`src/wrms_pkg.sv`:
```
// ----------------------------------------------------------------------------
// wrms_pkg
// Shared widths, register indexes, status codes and the command and status
// structs that join the controller to the datapath of the RMS current meter.
// ----------------------------------------------------------------------------
package wrms_pkg;

  localparam int unsigned MAX_WINDOW  = 1024;
  localparam int unsigned SAMPLE_BITS = 12;

  localparam int unsigned OFFSET_W   = 12;
  localparam int unsigned SENS_W     = 10;
  localparam int unsigned LEN_W      = 11;
  localparam int unsigned CUT_W      = 16;
  localparam int unsigned CENTI_W    = 16;
  localparam int unsigned STATUS_W   = 2;
  localparam int unsigned CFG_IDX_W  = 3;
  localparam int unsigned CFG_DATA_W = 16;

  localparam int unsigned IN_TDATA_W  = ((SAMPLE_BITS + 7) / 8) * 8;
  localparam int unsigned OUT_TDATA_W = ((CENTI_W + 7) / 8) * 8;

  localparam int unsigned DIFF_W = ((SAMPLE_BITS > OFFSET_W) ? SAMPLE_BITS : OFFSET_W) + 1;
  localparam int unsigned MAG_W  = DIFF_W - 1;
  localparam int unsigned SQ_W   = 2 * MAG_W;
  localparam int unsigned CNT_W  = $clog2(MAX_WINDOW + 1);
  localparam int unsigned SUM_W  = SQ_W + $clog2(MAX_WINDOW);
  localparam int unsigned CMP_W  = ((CNT_W > LEN_W) ? CNT_W : LEN_W) + 1;

  localparam int unsigned ROOT_W  = (SUM_W + 1) / 2;
  localparam int unsigned RAD_W   = 2 * ROOT_W;
  localparam int unsigned SCALE_W = 7;
  localparam int unsigned PROD_W  = ROOT_W + SCALE_W;
  localparam int unsigned DVD_W   = (SUM_W > PROD_W) ? SUM_W : PROD_W;
  localparam int unsigned DVS_W   = (LEN_W > SENS_W) ? LEN_W : SENS_W;
  localparam int unsigned ITER_W  = $clog2((DVD_W > ROOT_W) ? DVD_W : ROOT_W);

  localparam logic [SCALE_W-1:0] CENTI_PER_UNIT = 7'd100;

  localparam logic [CFG_IDX_W-1:0] REG_ZERO_OFFSET = 3'd0;
  localparam logic [CFG_IDX_W-1:0] REG_SENSITIVITY = 3'd1;
  localparam logic [CFG_IDX_W-1:0] REG_WINDOW_LEN  = 3'd2;
  localparam logic [CFG_IDX_W-1:0] REG_LOW_CUTOFF  = 3'd3;
  localparam logic [CFG_IDX_W-1:0] REG_HIGH_CUTOFF = 3'd4;

  typedef enum logic [STATUS_W-1:0] {
    RANGE_OK   = 2'd0,
    RANGE_LOW  = 2'd1,
    RANGE_HIGH = 2'd2
  } range_e;

  typedef struct packed {
    logic [OFFSET_W-1:0] zero_offset;
    logic [LEN_W-1:0]    len_eff;
    logic [SENS_W-1:0]   sens_eff;
    logic [CUT_W-1:0]    low_cut;
    logic [CUT_W-1:0]    high_cut;
  } cfg_t;

  typedef struct packed {
    logic take_sample;
    logic square;
    logic accumulate;
    logic mean_load;
    logic div_step;
    logic root_load;
    logic root_step;
    logic scale;
    logic conv_load;
    logic out_load;
  } dp_cmd_t;

  typedef struct packed {
    logic win_end;
    logic out_busy;
  } dp_stat_t;

endpackage

```
`src/wrms_cfg.sv`:
```
// ----------------------------------------------------------------------------
// wrms_cfg
// Configuration register file with write channel; presents the registers
// with window length and sensitivity clamped to their usable ranges.
// ----------------------------------------------------------------------------
module wrms_cfg (
  input  logic                                 clk_i,
  input  logic                                 rst_ni,
  input  logic                                 cfg_valid_i,
  output logic                                 cfg_ready_o,
  input  logic [wrms_pkg::CFG_IDX_W-1:0]       cfg_index_i,
  input  logic [wrms_pkg::CFG_DATA_W-1:0]      cfg_data_i,
  output wrms_pkg::cfg_t                       cfg_o
);

  logic [wrms_pkg::OFFSET_W-1:0] offset_q;
  logic [wrms_pkg::SENS_W-1:0]   sens_q;
  logic [wrms_pkg::LEN_W-1:0]    len_q;
  logic [wrms_pkg::CUT_W-1:0]    low_q;
  logic [wrms_pkg::CUT_W-1:0]    high_q;

  assign cfg_ready_o = 1'b1;

  always_ff @(posedge clk_i or negedge rst_ni) begin
    if (!rst_ni) begin
      offset_q <= wrms_pkg::OFFSET_W'(2500);
      sens_q   <= wrms_pkg::SENS_W'(100);
      len_q    <= wrms_pkg::LEN_W'(200);
      low_q    <= wrms_pkg::CUT_W'(1);
      high_q   <= wrms_pkg::CUT_W'(2000);
    end else if (cfg_valid_i && cfg_ready_o) begin
      unique case (cfg_index_i)
        wrms_pkg::REG_ZERO_OFFSET: offset_q <= cfg_data_i[wrms_pkg::OFFSET_W-1:0];
        wrms_pkg::REG_SENSITIVITY: sens_q   <= cfg_data_i[wrms_pkg::SENS_W-1:0];
        wrms_pkg::REG_WINDOW_LEN:  len_q    <= cfg_data_i[wrms_pkg::LEN_W-1:0];
        wrms_pkg::REG_LOW_CUTOFF:  low_q    <= cfg_data_i[wrms_pkg::CUT_W-1:0];
        wrms_pkg::REG_HIGH_CUTOFF: high_q   <= cfg_data_i[wrms_pkg::CUT_W-1:0];
        default: ;
      endcase
    end
  end

  always_comb begin
    cfg_o.zero_offset = offset_q;
    cfg_o.low_cut     = low_q;
    cfg_o.high_cut    = high_q;
    cfg_o.sens_eff    = (sens_q == '0) ? wrms_pkg::SENS_W'(1) : sens_q;
    priority if (len_q == '0) begin
      cfg_o.len_eff = wrms_pkg::LEN_W'(1);
    end else if (int'(len_q) > wrms_pkg::MAX_WINDOW) begin
      cfg_o.len_eff = wrms_pkg::LEN_W'(wrms_pkg::MAX_WINDOW);
    end else begin
      cfg_o.len_eff = len_q;
    end
  end

endmodule

```
`src/wrms_ctrl.sv`:
```
// ----------------------------------------------------------------------------
// wrms_ctrl
// Sequencer: takes a sample, squares and accumulates it, and at window end
// steps the datapath through mean division, square root, scaling,
// conversion division and result load.
// ----------------------------------------------------------------------------
module wrms_ctrl (
  input  logic                 clk_i,
  input  logic                 rst_ni,
  input  logic                 in_valid_i,
  output logic                 in_ready_o,
  input  wrms_pkg::dp_stat_t   stat_i,
  output wrms_pkg::dp_cmd_t    cmd_o
);

  typedef enum logic [3:0] {
    ST_IDLE,
    ST_SQUARE,
    ST_ACCUM,
    ST_MEAN_LOAD,
    ST_MEAN_DIV,
    ST_ROOT_LOAD,
    ST_ROOT,
    ST_SCALE,
    ST_CONV_LOAD,
    ST_CONV_DIV,
    ST_EMIT
  } state_e;

  state_e                      state_q, state_d;
  logic [wrms_pkg::ITER_W-1:0] iter_q, iter_d;

  always_ff @(posedge clk_i or negedge rst_ni) begin
    if (!rst_ni) begin
      state_q <= ST_IDLE;
      iter_q  <= '0;
    end else begin
      state_q <= state_d;
      iter_q  <= iter_d;
    end
  end

  assign in_ready_o = (state_q == ST_IDLE);

  always_comb begin
    state_d = state_q;
    iter_d  = iter_q;
    cmd_o   = '0;
    unique case (state_q)
      ST_IDLE: begin
        cmd_o.take_sample = in_valid_i;
        if (in_valid_i) begin
          state_d = ST_SQUARE;
        end
      end
      ST_SQUARE: begin
        cmd_o.square = 1'b1;
        state_d      = ST_ACCUM;
      end
      ST_ACCUM: begin
        cmd_o.accumulate = 1'b1;
        state_d          = stat_i.win_end ? ST_MEAN_LOAD : ST_IDLE;
      end
      ST_MEAN_LOAD: begin
        cmd_o.mean_load = 1'b1;
        iter_d          = wrms_pkg::ITER_W'(wrms_pkg::DVD_W - 1);
        state_d         = ST_MEAN_DIV;
      end
      ST_MEAN_DIV: begin
        cmd_o.div_step = 1'b1;
        iter_d         = iter_q - 1'b1;
        if (iter_q == '0) begin
          state_d = ST_ROOT_LOAD;
        end
      end
      ST_ROOT_LOAD: begin
        cmd_o.root_load = 1'b1;
        iter_d          = wrms_pkg::ITER_W'(wrms_pkg::ROOT_W - 1);
        state_d         = ST_ROOT;
      end
      ST_ROOT: begin
        cmd_o.root_step = 1'b1;
        iter_d          = iter_q - 1'b1;
        if (iter_q == '0) begin
          state_d = ST_SCALE;
        end
      end
      ST_SCALE: begin
        cmd_o.scale = 1'b1;
        state_d     = ST_CONV_LOAD;
      end
      ST_CONV_LOAD: begin
        cmd_o.conv_load = 1'b1;
        iter_d          = wrms_pkg::ITER_W'(wrms_pkg::DVD_W - 1);
        state_d         = ST_CONV_DIV;
      end
      ST_CONV_DIV: begin
        cmd_o.div_step = 1'b1;
        iter_d         = iter_q - 1'b1;
        if (iter_q == '0) begin
          state_d = ST_EMIT;
        end
      end
      ST_EMIT: begin
        if (!stat_i.out_busy) begin
          cmd_o.out_load = 1'b1;
          state_d        = ST_IDLE;
        end
      end
      default: state_d = ST_IDLE;
    endcase
  end

endmodule

```
`src/wrms_dp.sv`:
```
// ----------------------------------------------------------------------------
// wrms_dp
// Datapath: offset subtract, square, accumulator and sample counter, shared
// restoring divider, digit-by-digit square root, scale multiplier, range
// check and output register.
// ----------------------------------------------------------------------------
module wrms_dp (
  input  logic                                 clk_i,
  input  logic                                 rst_ni,
  input  wrms_pkg::cfg_t                       cfg_i,
  input  wrms_pkg::dp_cmd_t                    cmd_i,
  output wrms_pkg::dp_stat_t                   stat_o,
  input  logic [wrms_pkg::SAMPLE_BITS-1:0]     sample_i,
  output logic                                 out_valid_o,
  input  logic                                 out_ready_i,
  output logic [wrms_pkg::CENTI_W-1:0]         centi_o,
  output logic [wrms_pkg::STATUS_W-1:0]        status_o
);

  logic signed [wrms_pkg::DIFF_W-1:0] diff_q;
  logic [wrms_pkg::MAG_W-1:0]         mag;
  logic [wrms_pkg::SQ_W-1:0]          sq_q;
  logic [wrms_pkg::SUM_W-1:0]         sum_q;
  logic [wrms_pkg::CNT_W-1:0]         cnt_q;
  logic [wrms_pkg::CMP_W-1:0]         cnt_inc;

  logic [wrms_pkg::DVD_W-1:0]         dvd_q;
  logic [wrms_pkg::DVS_W-1:0]         dvs_q;
  logic [wrms_pkg::DVS_W-1:0]         rem_q;
  logic [wrms_pkg::DVS_W:0]           rem_sh;
  logic                               rem_ge;

  logic [wrms_pkg::RAD_W-1:0]         rad_q;
  logic [wrms_pkg::ROOT_W-1:0]        root_q;
  logic [wrms_pkg::ROOT_W:0]          srem_q;
  logic [wrms_pkg::ROOT_W+2:0]        srem_sh;
  logic [wrms_pkg::ROOT_W+2:0]        trial;
  logic                               srem_ge;

  logic [wrms_pkg::PROD_W-1:0]        prod_q;

  logic                               out_valid_q;
  logic [wrms_pkg::CENTI_W-1:0]       centi_q;
  logic [wrms_pkg::STATUS_W-1:0]      status_q;
  logic                               below, above;

  assign mag     = diff_q[wrms_pkg::DIFF_W-1] ? wrms_pkg::MAG_W'(-diff_q)
                                              : wrms_pkg::MAG_W'(diff_q);
  assign cnt_inc = wrms_pkg::CMP_W'(cnt_q) + wrms_pkg::CMP_W'(1);

  assign rem_sh  = {rem_q, dvd_q[wrms_pkg::DVD_W-1]};
  assign rem_ge  = (rem_sh >= (wrms_pkg::DVS_W+1)'(dvs_q));

  assign srem_sh = {srem_q, rad_q[wrms_pkg::RAD_W-1 -: 2]};
  assign trial   = (wrms_pkg::ROOT_W+3)'({root_q, 2'b01});
  assign srem_ge = (srem_sh >= trial);

  assign below = (dvd_q < wrms_pkg::DVD_W'(cfg_i.low_cut));
  assign above = (dvd_q > wrms_pkg::DVD_W'(cfg_i.high_cut));

  assign stat_o.win_end  = (cnt_inc >= wrms_pkg::CMP_W'(cfg_i.len_eff));
  assign stat_o.out_busy = out_valid_q;

  // Window state and output handshake
  always_ff @(posedge clk_i or negedge rst_ni) begin
    if (!rst_ni) begin
      sum_q       <= '0;
      cnt_q       <= '0;
      out_valid_q <= 1'b0;
    end else begin
      if (cmd_i.accumulate) begin
        sum_q <= sum_q + wrms_pkg::SUM_W'(sq_q);
        cnt_q <= wrms_pkg::CNT_W'(cnt_inc);
      end else if (cmd_i.mean_load) begin
        sum_q <= '0;
        cnt_q <= '0;
      end
      if (cmd_i.out_load) begin
        out_valid_q <= 1'b1;
      end else if (out_ready_i) begin
        out_valid_q <= 1'b0;
      end
    end
  end

  // Arithmetic payload
  always_ff @(posedge clk_i) begin
    if (cmd_i.take_sample) begin
      diff_q <= $signed(wrms_pkg::DIFF_W'(sample_i)) - $signed(wrms_pkg::DIFF_W'(cfg_i.zero_offset));
    end
    if (cmd_i.square) begin
      sq_q <= wrms_pkg::SQ_W'(mag) * wrms_pkg::SQ_W'(mag);
    end

    if (cmd_i.mean_load) begin
      dvd_q <= wrms_pkg::DVD_W'(sum_q);
      dvs_q <= wrms_pkg::DVS_W'(cfg_i.len_eff);
      rem_q <= '0;
    end else if (cmd_i.conv_load) begin
      dvd_q <= wrms_pkg::DVD_W'(prod_q);
      dvs_q <= wrms_pkg::DVS_W'(cfg_i.sens_eff);
      rem_q <= '0;
    end else if (cmd_i.div_step) begin
      dvd_q <= {dvd_q[wrms_pkg::DVD_W-2:0], rem_ge};
      rem_q <= rem_ge ? wrms_pkg::DVS_W'(rem_sh - (wrms_pkg::DVS_W+1)'(dvs_q))
                      : wrms_pkg::DVS_W'(rem_sh);
    end

    if (cmd_i.root_load) begin
      rad_q  <= wrms_pkg::RAD_W'(dvd_q);
      root_q <= '0;
      srem_q <= '0;
    end else if (cmd_i.root_step) begin
      rad_q  <= {rad_q[wrms_pkg::RAD_W-3:0], 2'b00};
      root_q <= {root_q[wrms_pkg::ROOT_W-2:0], srem_ge};
      srem_q <= srem_ge ? (wrms_pkg::ROOT_W+1)'(srem_sh - trial)
                        : (wrms_pkg::ROOT_W+1)'(srem_sh);
    end

    if (cmd_i.scale) begin
      prod_q <= wrms_pkg::PROD_W'(root_q) * wrms_pkg::PROD_W'(wrms_pkg::CENTI_PER_UNIT);
    end

    if (cmd_i.out_load) begin
      priority if (below) begin
        centi_q  <= '0;
        status_q <= wrms_pkg::RANGE_LOW;
      end else if (above) begin
        centi_q  <= '0;
        status_q <= wrms_pkg::RANGE_HIGH;
      end else begin
        centi_q  <= wrms_pkg::CENTI_W'(dvd_q);
        status_q <= wrms_pkg::RANGE_OK;
      end
    end
  end

  assign out_valid_o = out_valid_q;
  assign centi_o     = centi_q;
  assign status_o    = status_q;

endmodule

```
`src/windowed_rms_current_meter_core.sv`:
```
// ----------------------------------------------------------------------------
// windowed_rms_current_meter_core
// True-RMS current meter: sum of squared offset-corrected samples per window,
// floored mean, integer square root, scaling to centiamps and range check.
//
// Input stream: one sample per item, s_axis_tdata[11:0] in millivolts.
// Output stream: one item per window; tdata holds centiamps, tuser the range
// status (in range, below low cutoff, above high cutoff; forced-zero value
// when out of range).
// Configuration: cfg_valid_i/cfg_ready_o write channel with register index
// and data, always ready; the user must write it only while the block is
// idle, which the block does not enforce. A sample that does not close a
// window passes through the take, square and accumulate states; no new
// sample is accepted until it is done. The closing sample also runs the
// 1-bit-per-cycle restoring divider twice (34 steps each) and the 17-step
// square root unit. While a result waits for m_axis_tready, samples keep
// being accumulated; the next window end holds in its final step until the
// output register frees. Reset restores default registers and clears the
// accumulator, the sample count and any pending result.
// ----------------------------------------------------------------------------
module windowed_rms_current_meter_core (
  input  logic                              clk_i,
  input  logic                              rst_ni,
  // tdata: [11:0] sample_mv
  input  logic                              s_axis_tvalid,
  output logic                              s_axis_tready,
  input  logic [wrms_pkg::IN_TDATA_W-1:0]   s_axis_tdata,
  // tdata: [15:0] rms_centiamps
  output logic                              m_axis_tvalid,
  input  logic                              m_axis_tready,
  output logic [wrms_pkg::OUT_TDATA_W-1:0]  m_axis_tdata,
  // tuser: [1:0] range_status
  output logic [wrms_pkg::STATUS_W-1:0]     m_axis_tuser,
  input  logic                              cfg_valid_i,
  output logic                              cfg_ready_o,
  input  logic [wrms_pkg::CFG_IDX_W-1:0]    cfg_index_i,
  input  logic [wrms_pkg::CFG_DATA_W-1:0]   cfg_data_i
);

  wrms_pkg::cfg_t                 cfg;
  wrms_pkg::dp_cmd_t              cmd;
  wrms_pkg::dp_stat_t             stat;
  logic [wrms_pkg::CENTI_W-1:0]   centi;

  wrms_cfg u_cfg (
    .clk_i       (clk_i),
    .rst_ni      (rst_ni),
    .cfg_valid_i (cfg_valid_i),
    .cfg_ready_o (cfg_ready_o),
    .cfg_index_i (cfg_index_i),
    .cfg_data_i  (cfg_data_i),
    .cfg_o       (cfg)
  );

  wrms_ctrl u_ctrl (
    .clk_i      (clk_i),
    .rst_ni     (rst_ni),
    .in_valid_i (s_axis_tvalid),
    .in_ready_o (s_axis_tready),
    .stat_i     (stat),
    .cmd_o      (cmd)
  );

  wrms_dp u_dp (
    .clk_i       (clk_i),
    .rst_ni      (rst_ni),
    .cfg_i       (cfg),
    .cmd_i       (cmd),
    .stat_o      (stat),
    .sample_i    (s_axis_tdata[wrms_pkg::SAMPLE_BITS-1:0]),
    .out_valid_o (m_axis_tvalid),
    .out_ready_i (m_axis_tready),
    .centi_o     (centi),
    .status_o    (m_axis_tuser)
  );

  assign m_axis_tdata = wrms_pkg::OUT_TDATA_W'(centi);

  assert property (@(posedge clk_i) disable iff (!rst_ni)
    (s_axis_tvalid && s_axis_tready) |=> !s_axis_tready)
    else $error("sample taken while previous sample still in progress");

  assert property (@(posedge clk_i) disable iff (!rst_ni)
    (m_axis_tvalid && (m_axis_tuser != wrms_pkg::RANGE_OK)) |-> (m_axis_tdata == '0))
    else $error("out-of-range result not forced to zero");

  assert property (@(posedge clk_i) disable iff (!rst_ni)
    (cfg.len_eff != '0) && (int'(cfg.len_eff) <= wrms_pkg::MAX_WINDOW) && (cfg.sens_eff != '0))
    else $error("window length or sensitivity clamp failed");

  assert property (@(posedge clk_i) disable iff (!rst_ni)
    cmd.out_load |-> !m_axis_tvalid)
    else $error("result loaded over a pending item");

endmodule
```
`config.mk`:
```
export PLATFORM = sky130hd
export DESIGN_NAME = windowed_rms_current_meter_core
export DESIGN_NICKNAME = d
export VERILOG_FILES = /design/src/wrms_pkg.sv /design/src/wrms_cfg.sv /design/src/wrms_ctrl.sv /design/src/wrms_dp.sv /design/src/windowed_rms_current_meter_core.sv
export SDC_FILE = /design/constraint.sdc
export NUM_CORES = 1
export LEC_CHECK = 0
export BUFFER_PORTS_ARGS = -buffer_cell sky130_fd_sc_hd__buf_4
export CAP_MARGIN = 20
export CORE_ASPECT_RATIO = 0.6
export CORE_MARGIN = 2
export CORE_UTILIZATION = 28
export DETAILED_ROUTE_END_ITERATION = 10
export PLACE_DENSITY = 0.42
export SLEW_MARGIN = 10
export SYNTH_ARGS = -nofsm -noshare
export SYNTH_HDL_FRONTEND = slang
export SYNTH_SLANG_ARGS = --single-unit
```
`constraint.sdc`:
```
create_clock -name clk_i -period 12.1 [get_ports clk_i]
set_input_delay 2.42 -clock clk_i [delete_from_list [all_inputs] [get_ports clk_i]]
set_output_delay 2.42 -clock clk_i [all_outputs]
set_load 0.02 [all_outputs]
```
==> results.json <==
{
  "status": "complete, no violations",
  "cts_tree": "built",
  "dieHeight_um": 225,
  "routed_wl_mm": 61.4,
  "synthToLayoutAreaGrowth_pct": 12.8,
  "dieWidth_um": 373,
  "crit_path_frequent_cell": "inv_1",
  "dr.pass1.iters": 5,
  "hp-class": "flip-flop to flip-flop",
  "cp-start-kind": "flip-flop",
  "max_stage_delay_ns": 0.65,
  "worstPathRequired_ns": 12.40,
  "root_buffer": "clkbuf_16",
  "gp_congestion": 0.866,
  "grt_max_degree": 67,
  "rsz0062_at_grt": "no",
  "end_kind": "flip-flop",
  "slew_headroom_pct": 27.7,
  "path_clk_slew_ns": 0.07,
  "synth_edf_count": 155,
  "clock.fmax_ghz": 0.127,
  "syn_inst": 2323,
  "hold_buffers": 0,
  "insertion_delay_ns": 0.56,
  "hpwlAfterDp_mm": 47.1,
  "cts_made_buffers": 37,
  "antenna_found_initial": 0,
  "worst_pin_slew_ns": 1.08,
  "synth_flop_cell": "edfxtp_1",
  "initial_core_util_pct": 28.2,
  "cts_sinks": 322,
  "cts_max_path_buffers": 3,
  "drt_iter0_drc": 929,
  "wl_per_cell_um": 17.6,
  "grt_use_total_pct": 14.7,
  "diodes": 0,
  "syn_area_sq_um": 22800,
  "crit_fanout": 9,
  "yosysWarnings": 0,
  "io_pins": 61,
  "postCtsSetupRepairBufs": 0,
  "setup_viol": 0,
  "fin_crit_sh_pct": 65.0,
  "maxSlewViolCount": 0,
  "synth_seq_cells": 322,
  "fill_cells": 8425,
  "dieArea_sq_um": 83900,
  "async_reset_ff_share_pct": 37.6,
  "crit_family": "adder cells",
  "crit_type": "flip-flop to flip-flop",
  "layout-drive-gt1-share_pct": 11.6,
  "viasPerCell": 4.82,
  "avgSynthCellArea_sq_um": 9.83,
  "seq_area_frac_synth_pct": 37.8,
  "row_count": 81,
  "via_count": 16800,
  "fin_skew_ns": 0.0349,
  "fin_nets": 2737,
  "grt_pass1_wl_mm": 97.6,
  "grt_pass1_vias": 16700,
  "drt.antenna.violating_nets": 0,
  "cts.htree.levels": 2,
  "path_buf_inv": 8,
  "maxCapViolCount": 0,
  "final.min_clock_period_ns": 7.87,
  "crit_slowest_cell": "xnor2_1",
  "hold_viol_final": 0,
  "syn_nets": 2680,
  "fin_setup_tns_ns": 0,
  "drcViolationCount": 0,
  "ys_types": 90,
  "grt_overflow": 0,
  "portBuffers": 55,
  "arrival_ns": 8.17,
  "ctsResizeCount": 0,
  "core_sq_um": 81100
}
sequential cells by signal, summed over array words and instances (netlist names), 17 cells and up:
name,count
u_dp.dvd_q,34
u_dp.prod_q,22
u_dp.rad_q,34
u_dp.root_q,17
u_dp.sq_q,23
u_dp.srem_q,18
u_dp.sum_q,34
worst min-delay path, cell delays in order, from the launching register on:
cell and delay (ns):
dfxtp_1 0.32, nand2_1 0.06, o21ai_1 0.05
kinds of logic (layout without fill, tap and decap cells):
logic type,after synthesis,in the layout,synth area share [%]
AOI/OAI and AO/OA,504,504,14.7
xor gates and xnor gates,105,105,4.06
adders and majority gates,319,319,20.6
buffers and inverters,387,473,6.56
DFF,322,322,37.8
muxes,96,96,4.61
other,1,1,0.0164
and+or+nand+nor,589,589,11.8
synthesized netlist by cell type, types with 12 or more instances:
cell      instances  share of area (%)
a31oi_1          17               0.47
a22o_1           15               0.58
o21bai_1         16               0.53
nor4_1           13               0.36
a21boi_0         12               0.39
nand3_1          26               0.57
o21ai_0         120                2.6
dfxtp_1          46                4.0
mux2i_1          23                1.0
o21ai_1          24               0.53
and3_1           12               0.33
o31ai_1          16               0.53
xor2_1           37                1.4
edfxtp_1        155                 20
ha_1            222                 12
nand2_1         274                4.5
nor2_1          122                2.0
nor3_1           33               0.72
dfstp_2          18                2.1
nand4_1          12               0.33
o21a_1           15               0.49
a21o_1           44                1.4
nor2b_1          28               0.77
xnor2_1          67                2.6
a22oi_1          26               0.85
nor3b_1          15               0.49
a21oi_1         108                2.4
clkbuf_1         50               0.82
nand2b_1         18               0.49
fa_1             95                8.3
dfrtp_1         103                 11
mux2_2           73                3.6
inv_1           319                5.2
routing by layer:
metal | global-route usage, % | routed length (um)
met5 | 0 | 0
met4 | 2.06 | 635
met3 | 2.37 | 2750
met2 | 20.3 | 23800
met1 | 23.9 | 34200
cell type report:
type / instances / area [sq um] / share of cell area (%)
Inverter: 323 / 1210 / 4.71
Tap cell: 1079 / 1350 / 5.24
Clock buffer: 52 / 1030 / 4.01
Timing Repair Buffer: 82 / 631 / 2.45
Multi-Input combinational cell: 1614 / 12800 / 49.6
Sequential cell: 322 / 8630 / 33.5
Clock inverter: 16 / 139 / 0.539
cells in the final DEF, fill, tap and decap left out, types with 13 or more instances in the layout:
master     Yosys  layout
xor2_1        37      37
dfrtp_1      103     103
clkbuf_16      0      38
a21oi_1      108     107
o21ai_0      120     120
o21ai_1       24      24
o21bai_1      16      16
nand2_1      274     273
o31ai_1       16      16
edfxtp_1     155     155
nor2b_1       28      28
a31oi_1       17      17
nor4_1        13      13
a22o_1        15      15
dfstp_2       18      18
fa_1          95      95
nand3_1       26      26
nor3_1        33      30
a21o_1        44      44
a22oi_1       26      26
nor3b_1       15      15
nand2b_1      18      18
mux2_2        73      73
buf_4          3      80
o21a_1        15      15
dfxtp_1       46      46
ha_1         222     222
mux2i_1       23      23
inv_1        319     319
nor2_1       122     118
xnor2_1       67      67
metrics by stage:
| stage | setup WS (ns) | utilization, % | instance area, sq um | cells | hold slack, ns |
|---|---|---|---|---|---|
| floorplan | 5.43 | - | 22800 | 2323 | 0.437 |
| global placement | 4.25 | 30.3 | 24600 | 3418 | 0.463 |
| detailed placement | 4.32 | 30.3 | 24600 | 3418 | 0.464 |
| CTS | 4.27 | 31.7 | 25700 | 3486 | 0.474 |
| global route | 3.75 | 31.8 | 25800 | 3488 | 0.499 |
| finish | 4.23 | 31.8 | 25800 | 3488 | 0.473 |
worst paths after layout:
kind / start / to / slack [ns] / depth (start not counted)
hold reg to reg: u_dp.rem_q[4]$_SDFFE_PN0P_ / u_dp.rem_q[4]$_SDFFE_PN0P_ / 0.47 / 2
setup reg to reg: u_dp.diff_q[0]$_DFFE_PP_ / u_dp.sq_q[21]$_DFFE_PN_ / 4.23 / 26
hold / removal: u_dp.rem_q[4]$_SDFFE_PN0P_ / u_dp.rem_q[4]$_SDFFE_PN0P_ / 0.47 / 2
setup / recovery: u_dp.diff_q[0]$_DFFE_PP_ / u_dp.sq_q[21]$_DFFE_PN_ / 4.23 / 26
max in group asynchronous: rst_ni / u_dp.sum_q[23]$_DFFE_PN0P_ / 8.68 / 2
min in group asynchronous: rst_ni / u_cfg.len_q[8]$_DFFE_PN0P_ / 1.96 / 1
Power is not shown: default switching activity piles up to over one toggle a cycle in this logic, so the estimate is an artifact.
